$ cat src/rtl/core/gwm_pkg.sv
// Shared constants and types for the glob wildcard matcher.
// No dependencies.
package gwm_pkg;

  localparam int PATTERN_MAX = 32;
  localparam int LEN_W       = $clog2(PATTERN_MAX + 1);
  localparam int IDX_W       = (PATTERN_MAX > 1) ? $clog2(PATTERN_MAX) : 1;
  localparam int LIVE_W      = PATTERN_MAX + 1;
  localparam int ACTION_W    = 2;
  localparam int CHAR_W      = 8;

  // Request actions
  localparam logic [ACTION_W-1:0] ACT_CLEAR  = 2'd0;
  localparam logic [ACTION_W-1:0] ACT_APPEND = 2'd1;
  localparam logic [ACTION_W-1:0] ACT_TEXT   = 2'd2;
  localparam logic [ACTION_W-1:0] ACT_END    = 2'd3;

  // Wildcard symbols
  localparam logic [CHAR_W-1:0] SYM_ANY_ONE = 8'h3F;  // '?'
  localparam logic [CHAR_W-1:0] SYM_ANY_RUN = 8'h2A;  // '*'

  typedef struct packed {
    logic                fire;
    logic [ACTION_W-1:0] action;
    logic [CHAR_W-1:0]   char_byte;
  } cmd_t;

  typedef struct packed {
    logic matched;
    logic overflow;
  } res_t;

endpackage

$ cat src/rtl/core/gwm_engine.sv
// Pattern store and live-position set of the glob matcher.
// Depends on gwm_pkg.
module gwm_engine (
  input  logic          clk,
  input  logic          rst,
  input  gwm_pkg::cmd_t cmd,
  output gwm_pkg::res_t res
);
  import gwm_pkg::*;

  logic [CHAR_W-1:0]   store [PATTERN_MAX];
  logic [LEN_W-1:0]    len;
  logic [LIVE_W-1:0]   live;
  logic                overflow;

  logic [LIVE_W-1:0]      star;
  logic [PATTERN_MAX-1:0] hit;
  logic [LIVE_W-1:0]      closed;
  logic [LIVE_W-1:0]      carry_sum;
  logic [LIVE_W-1:0]      live_next;

  localparam logic [LIVE_W-1:0] LIVE_START = LIVE_W'(1);

  // Per-position decode: star, and single-byte step for the incoming char
  always_comb begin
    star = '0;
    hit  = '0;
    for (int i = 0; i < PATTERN_MAX; i++) begin
      if (LEN_W'(i) < len) begin
        star[i] = (store[i] == SYM_ANY_RUN);
        hit[i]  = (store[i] != SYM_ANY_RUN) &&
                  ((store[i] == SYM_ANY_ONE) || (store[i] == cmd.char_byte));
      end
    end
  end

  // Star closure as a carry chain: a live star starts a carry that runs
  // through the rest of its star run and lands one past it.
  assign carry_sum = star + (live & star);
  assign closed    = live | (carry_sum ^ star);

  assign live_next = (closed & star) |
                     {hit & closed[PATTERN_MAX-1:0], 1'b0};

  assign res.matched  = closed[len];
  assign res.overflow = overflow;

  always_ff @(posedge clk) begin
    if (cmd.fire && (cmd.action == ACT_APPEND) && (len < LEN_W'(PATTERN_MAX))) begin
      store[len[IDX_W-1:0]] <= cmd.char_byte;
    end
  end

  always_ff @(posedge clk) begin
    if (rst) begin
      len      <= '0;
      live     <= LIVE_START;
      overflow <= 1'b0;
    end else if (cmd.fire) begin
      case (cmd.action)
        ACT_CLEAR: begin
          len      <= '0;
          overflow <= 1'b0;
          live     <= LIVE_START;
        end
        ACT_APPEND: begin
          if (len < LEN_W'(PATTERN_MAX)) begin
            len <= len + LEN_W'(1);
          end else begin
            overflow <= 1'b1;
          end
          live <= LIVE_START;
        end
        ACT_TEXT: begin
          live <= live_next;
        end
        default: begin
          live <= LIVE_START;
        end
      endcase
    end
  end

endmodule

$ cat src/rtl/core/glob_wildcard_matcher_core.sv
// Glob wildcard matcher: a pattern of up to PATTERN_MAX bytes ('*' matches
// any run including none, '?' one byte, all else exact and case-sensitive)
// is loaded by append requests and held; text bytes then stream in and an
// end-of-text request returns one result: matched, plus a flag that says
// pattern bytes past capacity were dropped since the last clear. Clear,
// append and end-of-text all restart the text. One request is taken every
// cycle while the result port does not stall. A taken request is held in
// the input register and applied to the engine from there; the edge that
// applies an end-of-text request also loads the result register and raises
// rsp_valid. The result is held back only while the result port stalls,
// and then a held end-of-text request also holds off new requests. The
// one-request-per-cycle rate rests on the update of the live-position set
// for each text byte, whose star closure is a single carry chain across
// all pattern positions. Depends on gwm_pkg and gwm_engine.
module glob_wildcard_matcher_core (
  input  logic                          clk,
  input  logic                          rst,
  input  logic                          req_valid,
  output logic                          req_ready,
  input  logic [gwm_pkg::ACTION_W-1:0]  action,
  input  logic [gwm_pkg::CHAR_W-1:0]    char_byte,
  output logic                          rsp_valid,
  input  logic                          rsp_ready,
  output logic                          matched,
  output logic                          pattern_overflow
);
  import gwm_pkg::*;

  // Input register
  logic                s1_valid;
  logic [ACTION_W-1:0] s1_action;
  logic [CHAR_W-1:0]   s1_char;

  logic rsp_free;   // result register can take a new result
  logic s1_go;      // held request is applied to the engine this cycle
  logic s1_is_end;

  cmd_t cmd;
  res_t res;

  assign rsp_free  = !rsp_valid || rsp_ready;
  assign s1_is_end = (s1_action == ACT_END);
  // Only an end-of-text request needs room in the result register;
  // everything else retires as soon as it is held.
  assign s1_go     = s1_valid && (!s1_is_end || rsp_free);
  assign req_ready = !s1_valid || s1_go;

  always_ff @(posedge clk) begin
    if (rst) begin
      s1_valid <= 1'b0;
    end else if (req_ready) begin
      s1_valid <= req_valid;
    end
  end

  always_ff @(posedge clk) begin
    if (req_valid && req_ready) begin
      s1_action <= action;
      s1_char   <= char_byte;
    end
  end

  assign cmd.fire      = s1_go;
  assign cmd.action    = s1_action;
  assign cmd.char_byte = s1_char;

  // Engine state advances in request order as each request retires
  gwm_engine u_engine (
    .clk (clk),
    .rst (rst),
    .cmd (cmd),
    .res (res)
  );

  // Result register
  always_ff @(posedge clk) begin
    if (rst) begin
      rsp_valid <= 1'b0;
    end else if (s1_go && s1_is_end) begin
      rsp_valid <= 1'b1;
    end else if (rsp_ready) begin
      rsp_valid <= 1'b0;
    end
  end

  always_ff @(posedge clk) begin
    if (s1_go && s1_is_end) begin
      matched          <= res.matched;
      pattern_overflow <= res.overflow;
    end
  end

endmodule

$ cat config.mk
export PLATFORM = sky130hd
export DESIGN_NAME = glob_wildcard_matcher_core
export DESIGN_NICKNAME = d
export VERILOG_FILES = /design/src/rtl/core/gwm_pkg.sv /design/src/rtl/core/gwm_engine.sv /design/src/rtl/core/glob_wildcard_matcher_core.sv
export SDC_FILE = /design/constraint.sdc
export NUM_CORES = 1
export LEC_CHECK = 0
export BUFFER_PORTS_ARGS = -buffer_cell sky130_fd_sc_hd__buf_4
export CAP_MARGIN = 20
export CORE_ASPECT_RATIO = 1.5
export CORE_MARGIN = 2
export CORE_UTILIZATION = 23
export DETAILED_ROUTE_END_ITERATION = 16
export PLACE_DENSITY = 0.35
export SYNTH_ARGS = -nofsm -noshare
export SYNTH_HDL_FRONTEND = slang
export SYNTH_HIERARCHICAL = 1
export SYNTH_SLANG_ARGS = --single-unit
$ cat constraint.sdc
create_clock -name clk -period 12.3 [get_ports clk]
set_clock_uncertainty 0.1 [all_clocks]
set_input_delay 1.23 -clock clk [delete_from_list [all_inputs] [get_ports clk]]
set_output_delay 1.23 -clock clk [all_outputs]
set_load 0.03 [all_outputs]
==> results of run 1 <==
-- logic make-up (layout without fill, tap and decap cells) --
| kind of cell | after synthesis | count (layout) | synth area share |
|---|---|---|---|
| and+or+nand+nor | 605 | 605 | 0.189 |
| buffers and inverters | 104 | 145 | 0.0235 |
| AOI/OAI and AO/OA | 313 | 313 | 0.129 |
| DFF | 310 | 310 | 0.521 |
| adders and majority gates | 6 | 6 | 0.00440 |
| xor gates and xnor gates | 259 | 259 | 0.133 |
-- worst max-delay path by stage --
stage | from | endpoint | slack (ns) | cells past startpoint
floorplan | u_engine/len[1] | matched | 8.32 | 15
global placement | u_engine/len[0] | matched | 6.88 | 16
detailed placement | u_engine/len[0] | matched | 6.66 | 16
CTS | u_engine/len[0] | matched | 6.61 | 16
global route | u_engine/len[0] | matched | 6.15 | 16
finish | u_engine/len[0] | matched | 6.60 | 16
-- through the flow --
| stage | util | worst slack, ns |
|---|---|---|
| global placement | 0.250 | 6.88 |
| global route | 0.265 | 6.15 |
| detailed placement | 0.250 | 6.66 |
| CTS | 0.265 | 6.61 |
| floorplan | - | 8.32 |
| finish | 0.265 | 6.60 |
-- layer usage --
layer | track usage | share of wire | vias up
met1 | 0.163 | 0.40 | 6592
met4 | 0.0549 | 0.033 | 0
met5 | 0 | 0 | -
met3 | 0.0167 | 0.026 | 85
li1 | - | - | 6112
met2 | 0.294 | 0.54 | 244
-- worst max-delay path: stages (launching register included) --
cell,delay (ns)
dfxtp_1,0.81
clkinv_1,0.56
ha_1,0.48
nand2b_1,0.18
o21ai_0,0.15
nor3_1,0.32
ha_1,0.24
nor3_1,0.05
o31ai_1,0.15
nand4_1,0.20
a221oi_1,0.91
nor3_1,0.22
nor2_1,0.19
a31oi_1,0.19
nor4_1,0.49
nor4_1,0.16
o2111ai_1,0.14
-- layout make-up --
cell class	instances	area, µm²
flip-flops and latches	310	8890
well taps	992	1240
fillers	7787	54100
clock inverters	20	196
clock buffers	43	906
repair buffers	54	405
inverters	28	105
multi-input cells	1183	7770
-- power groups by stage --
stage	logic (mW)	clock network, mW	registers [mW]
finish	0.108	1.04	1.15
global route	0.119	1.11	1.15
CTS	0.113	1.08	1.15
detailed placement	0.113	0	1.17
global placement	0.113	0	1.17
floorplan	0.0641	0	1.18
-- state kept, by name, summed over array words and instances (netlist names) --
name and cells:
u_engine/store 256, u_engine/live 33, s1_char 8, u_engine/len 6
s1_action 2, matched 1, pattern_overflow 1, rsp_valid 1
s1_valid 1, u_engine/overflow 1
-- cells in the mapped netlist (all sizes together) (41+ instances only) --
library cell / n
nor4: 50
edfxtp: 268
dfxtp: 42
nand3: 41
nor2: 158
a21oi: 67
o21ai: 47
clkbuf: 49
xor2: 89
nand4: 67
nand2: 92
xnor2: 170
nor3: 65
==> reports/results.txt, run 1 <==
part of the Yosys area used for sequential elements - 0.521
Max-Cap Viols - 0
Mean Syn Cell Area - 10.7 µm²
number of synthesized flops with an enable pin - 268
synthesized cell area - 0.0171 mm²
largest net degree at the start of global routing - 43
hold slack - 0.363 ns
clock period minus worst slack - 5.70 ns
Placed Area - 0.0184 mm²
synthesized instance count - 1597
hold_buf cts - 0
Inst Count DP - 2564
dpl hpwl - 40900 µm
Setup CP Type - flop to flop
Req. time, crit path - 12.60 ns
Clock power frac - 0.452
Slew Viols, Final - 0
WL per Instance - 21.9 µm
worst hold path type - flop to flop
worst rel slew slack - 0.317
CTS Buf Count - 35
worst-path fanout max - 19
Yosys top cell area share - 0.472
commonest non-fill, non-tap cell in the layout - edfxtp_1
final-stage net count - 1632
Yosys reg bits - 310
vias - 13000
Chip Width - 226 µm
Ports - 18
P per Cell Area - 117 mW/mm²
Main synth FF type - edfxtp_1
Sw Share - 0.235
Worst Tran Pin Value - 1.02 ns
Final Hold Violating Endpoints - 0
initial DRC count - 889
drc violations - 0
# diodes - 0
Num Clock Sinks - 310
Setup crit end kind - flop
GRT Overall Usage - 0.150
hold_sp - u_engine/overflow
cts repair resizes - 0
FF-to-FF path depth - 16
most frequent cells in the layout - edfxtp_1 (268), xnor2_1 (170), nor2_1 (158)
sequential share of power - 0.500
routed wire length - 57600 µm
NetSw - 0.538 mW
H-tree depth - 2
Setup Fix Bufs, Post-CTS - 0
clock latency on the worst-skew pair - 0.57 ns
Distinct cells, synth - 88
fin area - 0.0195 mm²
status - complete, no violations
RR Endpoint - matched
Setup-failing EPs final - 0
clock root buffer master - clkbuf_16
synth top area cells - edfxtp_1 (47%), xnor2_1 (8.7%), dfxtp_1 (4.9%), xor2_1 (4.6%), nor2_1 (3.5%)
Final ANT Viol Nets - 0
core area - 0.0736 mm²
FFs w/ async S/R, synth - 0
RSZ-0062 raised after global routing - false
Syn Nets - 1617
Non-Filler Instances - 2630
vias in the first global route - 13500
Pre-Repair DR Iteration Count - 5
Reg2Reg Launch Point - u_engine/len[0]
Final Total Pwr - 2.29 mW
power share of the combinational group - 0.047
synth warn - 6
hold path depth - 0
share of layout cells above drive strength 1 - 0.0891
Int Power - 1.75 mW
IR drop worst, VDD - 0.0000802 V
fin crit share - 0.464
Placer Congestion - 0.853
Initial Utilization - 0.232
r2r setup slk - 6.60 ns
vias per cell - 4.96
clk buf depth - 3
Fmax - 0.175 GHz
global route overflow - 0
CTS tree - built
Area growth syn-to-layout - 14.4%
post-route setup TNS - 0 ns
area leader, netlist - edfxtp_1
IO Port Bufs - 17
initial antenna violation count - 0
FP Rows - 122
startpoint types - flop
die area - 0.0764 mm²
Pleak - 5.70 nW
crit path DAT - 6.00 ns
CTS clk-pin slew, worst paths - 0.07 ns
first-pass GRT wire length - 86200 µm
die height - 338 µm
Worst Hold Endpoint - pattern_overflow
Note: power is estimated with default switching activity, not from simulation.
==> inputs of run 2 (changes only) <==
Clock period 12.3 ns to 5.7 ns, I/O delays scaled along.
==> reports/results.txt, run 2 (synthesized netlist as in run 1, its figures left out) <==
status - complete, no violations
first-pass GRT wire length - 86800 µm (+0.74%)
Req. time, crit path - 5.98 ns (-6.62 ns)
dpl hpwl - 40900 µm (-0.10%)
Int Power - 3.88 mW (+120%)
global route overflow - 0 (unchanged)
vias - 12900 (-0.75%)
worst-path fanout max - 19 (unchanged)
IO Port Bufs - 17 (unchanged)
Pleak - 5.76 nW (+1.2%)
Area growth syn-to-layout - 15.0%
Final Total Pwr - 5.02 mW (+120%)
Placer Congestion - 0.826 (-3.2%)
Clock power frac - 0.459 (+0.007)
Setup Fix Bufs, Post-CTS - 0 (unchanged)
IR drop worst, VDD - 0.000189 V (+140%)
Slew Viols, Final - 0 (unchanged)
worst rel slew slack - 0.322 (+0.00484)
sequential share of power - 0.494 (-0.006)
Max-Cap Viols - 0 (unchanged)
crit path DAT - 5.28 ns (-0.72 ns)
Pre-Repair DR Iteration Count - 5 (unchanged)
Setup crit end kind - flop
NetSw - 1.14 mW (+110%)
initial antenna violation count - 0 (unchanged)
CTS tree - built
post-route setup TNS - 0 ns (unchanged)
RR Endpoint - matched
cts repair resizes - 0 (unchanged)
startpoint types - flop
hold_sp - char_byte[1]
Worst Tran Pin Value - 1.01 ns (-0.0103 ns)
Ports - 18 (unchanged)
Final ANT Viol Nets - 0 (unchanged)
commonest non-fill, non-tap cell in the layout - edfxtp_1
H-tree depth - 2 (unchanged)
CTS Buf Count - 36 (+2.9%)
share of layout cells above drive strength 1 - 0.0907 (+0.00161)
worst hold path type - input port to flop
r2r setup slk - 0.70 ns (-5.89 ns)
final-stage net count - 1636 (+0.25%)
initial DRC count - 810 (-8.9%)
drc violations - 0 (unchanged)
Final Hold Violating Endpoints - 0 (unchanged)
Initial Utilization - 0.232 (unchanged)
fin crit share - 0.876 (+0.413)
Fmax - 0.200 GHz (+14%)
FP Rows - 122 (unchanged)
vias per cell - 4.91 (-0.90%)
power share of the combinational group - 0.047 (about the same)
largest net degree at the start of global routing - 65 (+51%)
GRT Overall Usage - 0.152 (+0.00197)
WL per Instance - 22.1 µm (+0.86%)
Setup-failing EPs final - 0 (unchanged)
die height - 338 µm (unchanged)
clock period minus worst slack - 5.00 ns (-0.706 ns)
FF-to-FF path depth - 17 (+1)
vias in the first global route - 13600 (+1.1%)
core area - 0.0736 mm² (unchanged)
max reg flops - 256 (unchanged)
routed wire length - 58100 µm (+1.0%)
Worst Hold Endpoint - s1_char[1]
Num Clock Sinks - 310 (unchanged)
RSZ-0062 raised after global routing - false
hold_buf cts - 0 (unchanged)
Chip Width - 226 µm (unchanged)
clk buf depth - 3 (unchanged)
clock root buffer master - clkbuf_16
clock latency on the worst-skew pair - 0.55 ns (-0.02 ns)
# diodes - 0 (unchanged)
Sw Share - 0.228 (-0.00681)
most frequent cells in the layout - edfxtp_1 (268), xnor2_1 (170), nor2_1 (158)
P per Cell Area - 256 mW/mm² (+120%)
CTS clk-pin slew, worst paths - 0.07 ns (about the same)
Reg2Reg Launch Point - u_engine/len[0]
hold path depth - 1 (+1)
die area - 0.0764 mm² (unchanged)
crit path launch - u_engine/len[0]
Setup CP Type - flop to flop
run 2: cell types whose count changed in the layout (fill, tap and decap cells not counted), sizes merged:
cell      previous run  this run
clkinv              13        12
clkbuf              46        48
buf                 51        57
clkinvlp             5         2
run 2: final cells by class:
type | count | area (µm²)
Inverter | 28 | 105
Tap cell | 992 | 1240
Multi-Input combinational cell | 1183 | 7770
Clock buffer | 48 | 998
Clock inverter | 16 | 149
Timing Repair Buffer | 57 | 465
Sequential cell | 310 | 8890
Fill cell | 7788 | 54000
run 2: worst max path at each step:
stage	to	slack, ns	cells after the start
4_1_cts	matched	0.74	17
5_1_grt	matched	0.34	17
2_1_floorplan	matched	1.72	15
3_5_place_dp	matched	0.80	17
6_report	matched	0.70	17
3_3_place_gp	matched	0.86	17
run 2: power by group through the flow:
stage	Sequential (mW)	Combinational [mW]	Clock, mW
after global routing	2.48	0.260	2.46
after CTS	2.48	0.245	2.39
after detailed placement	2.53	0.244	0
after floorplan	2.54	0.138	0
final	2.48	0.236	2.31
after global placement	2.53	0.244	0
run 2: critical path: stages (launching register included):
cell and delay [ns]:
dfxtp_1 0.89, clkinv_1 0.22, ha_1 0.37, nand2b_1 0.18, o21ai_0 0.15, nor3_1 0.30
ha_1 0.24, nor3_1 0.05, o31ai_1 0.14, nand4_1 0.21, a221oi_1 0.41, buf_4 0.22
nor3_1 0.10, nor2_1 0.14, a31oi_1 0.18, nor4_1 0.59, nor4_1 0.19, o2111ai_1 0.14
run 2: metal layers:
metal / GRT usage / up-vias / part of all wire / wire length [µm]
li1: - / 6115 / - / -
met2: 0.292 / 241 / 0.54 / 31300
met1: 0.164 / 6474 / 0.39 / 22500
met3: 0.0193 / 105 / 0.032 / 1850
met4: 0.0672 / 0 / 0.043 / 2520
met5: 0 / - / 0 / 0
run 2: per-stage QoR:
| stage | utilization | hold slack, ns | std cells | instance area [µm²] | setup WS, ns |
|---|---|---|---|---|---|
| detailed placement | 0.251 | 0.362 | 2570 | 18500 | 0.797 |
| finish | 0.267 | 0.0961 | 2634 | 19600 | 0.704 |
| global route | 0.267 | 0.0786 | 2634 | 19600 | 0.335 |
| CTS | 0.267 | 0.0604 | 2634 | 19600 | 0.736 |
| global placement | 0.251 | 0.377 | 2570 | 18500 | 0.859 |
| floorplan | - | 0.338 | 1597 | 17100 | 1.72 |
==> inputs of run 3 (changes only) <==
Settings changed: CORE_ASPECT_RATIO 1.5 to 0.8.
==> reports/results.txt, run 3 (synthesized netlist as in run 1, its figures left out) <==
status - complete, no violations
clock period minus worst slack - 4.89 ns (-0.103 ns)
FILL cells - 7690 (-1.3%)
CTS Buf Count - 38 (+5.6%)
first-pass GRT wire length - 84400 µm (-2.8%)
crit path DAT - 5.15 ns (-0.13 ns)
hold_buf cts - 0 (unchanged)
Non-Filler Instances - 2653 (+0.72%)
cts repair resizes - 0 (unchanged)
FF-to-FF path depth - 15 (-2)
Fmax - 0.204 GHz (+2.1%)
IR drop worst, VDD - 0.000163 V (-14%)
Area growth syn-to-layout - 15.6%
max reg flops - 256 (unchanged)
initial antenna violation count - 0 (unchanged)
hold_sp - char_byte[7]
commonest non-fill, non-tap cell in the layout - edfxtp_1
combined buffer and inverter count along the critical path - 0 (-2)
crit-path cells - or3_1, o21ai_0, or2_2, nor2_1, ha_1, nor3_1, o31ai_1, nand4_1, a221oi_1, nor3_1, nor2_1, a31oi_1, nor4_1, nor4_1, o2111ai_1
Final ANT Viol Nets - 0 (unchanged)
P per Cell Area - 253 mW/mm² (-1.0%)
slowest cell on the critical path - a221oi_1
Worst Hold Endpoint - s1_char[7]
global route overflow - 0 (unchanged)
final-stage net count - 1643 (+0.43%)
share of layout cells above drive strength 1 - 0.0962 (+0.00550)
GR Util met3 - 0.0254 (+0.00607)
# diodes - 0 (unchanged)
Req. time, crit path - 5.96 ns (-0.02 ns)
startpoint types - flop
Setup-failing EPs final - 0 (unchanged)
CTS tree - built
met1 GRT Util - 0.228 (+0.0637)
Slew Viols, Final - 0 (unchanged)
worst-path fanout max - 19 (unchanged)
met2 usage - 0.208 (-0.0843)
clock root buffer master - clkbuf_16
fin crit share - 0.858 (-0.0180)
Max-Cap Viols - 0 (unchanged)
clock latency on the worst-skew pair - 0.57 ns (+0.02 ns)
busiest grt layer - met1
RR Endpoint - matched
IO Port Bufs - 17 (unchanged)
r2r setup slk - 0.81 ns (+0.10 ns)
Pleak - 5.81 nW (+0.77%)
die area - 0.0764 mm² (about the same)
vias in the first global route - 12700 (-6.6%)
GRT Overall Usage - 0.146 (-0.00559)
drc violations - 0 (unchanged)
Setup CP Type - flop to flop
core area - 0.0736 mm² (about the same)
routed wire length - 56400 µm (-3.0%)
WL per Instance - 21.3 µm (-3.7%)
H-tree depth - 2 (unchanged)
Chip Width - 308 µm (+36%)
most frequent cells in the layout - edfxtp_1 (268), xnor2_1 (170), nor2_1 (158)
Final Total Pwr - 4.99 mW (-0.58%)
vias per cell - 4.94 (+0.67%)
worst hold path type - input port to flop
largest net degree at the start of global routing - 65 (unchanged)
FP Rows - 89 (-27%)
hold path depth - 1 (unchanged)
Initial Utilization - 0.232 (about the same)
CTS clk-pin slew, worst paths - 0.06 ns (about the same)
Final Hold Violating Endpoints - 0 (unchanged)
RSZ-0062 raised after global routing - false
die height - 248 µm (-27%)
Pre-Repair DR Iteration Count - 5 (unchanged)
Reg2Reg Launch Point - u_engine/len[3]
multi-input logic area - 0.00778 mm² (about the same)
Setup Fix Bufs, Post-CTS - 0 (unchanged)
clk buf depth - 3 (unchanged)
post-route setup TNS - 0 ns (unchanged)
Slowest Stage Delay on Critical Path - 0.82 ns (-0.07 ns)
Setup crit end kind - flop
worst rel slew slack - 0.334 (+0.0124)
Ports - 18 (unchanged)
sequential cell area - 0.00889 mm² (unchanged)
Worst Tran Pin Value - 0.985 ns (-0.0294 ns)
Num Clock Sinks - 310 (unchanged)
vias - 13100 (+1.4%)
Core Util, Final - 0.268 (+0.00111)
Inst Count DP - 2583 (+0.51%)
Placer Congestion - 0.873 (+5.6%)
CP delay by family, top - simple AND/OR/NAND/NOR gates
initial DRC count - 1121 (+38%)
dpl hpwl - 39600 µm (-3.1%)
-- run 3: power breakdown --
part | total, mW | switching, mW | internal, mW
registers | 2.48 | 0.0152 | 2.47
logic | 0.240 | 0.153 | 0.0862
clock network | 2.27 | 0.988 | 1.28
-- run 3: worst register-to-register path: cells and delay by family, from the launching register on --
kind / cells / cell delay (ns)
adder cells (fa/ha/maj): 1 / 0.18
AND/OR/NAND/NOR: 9 / 2.18
flip-flops: 1 / 0.70
AO/OA/AOI/OAI: 5 / 1.53
-- run 3: cell type report --
cell class | count | area share
clock buffers | 48 | 0.0502
clock inverters | 21 | 0.00743
inverters | 28 | 0.00533
multi-input cells | 1183 | 0.395
flip-flops and latches | 310 | 0.451
well taps | 1001 | 0.0635
repair buffers | 62 | 0.0279
-- run 3: worst max-delay path by stage --
stage                               start      end  slack (ns)  depth (start not counted)
final                     u_engine/len[3]  matched        0.81                         15
after global routing      u_engine/len[3]  matched        0.43                         14
after CTS                 u_engine/len[3]  matched        0.88                         15
after detailed placement  u_engine/len[3]  matched        0.93                         15
after global placement    u_engine/len[0]  matched        1.05                         17
after floorplan           u_engine/len[1]  matched        1.72                         15
-- run 3: per-stage QoR --
step	setup WS [ns]	hold WS, ns	cell area [µm²]
after floorplan	1.72	0.338	17100
after global placement	1.05	0.372	18600
final	0.807	0.0914	19700
after CTS	0.876	0.0562	19700
after detailed placement	0.926	0.369	18600
after global routing	0.427	0.0593	19700
-- run 3: per-layer routing --
layer  wire length [µm]  part of all wire
met1              30100              0.53
met2              22500              0.40
met3               3000             0.053
met4                881             0.016
met5                  0                 0
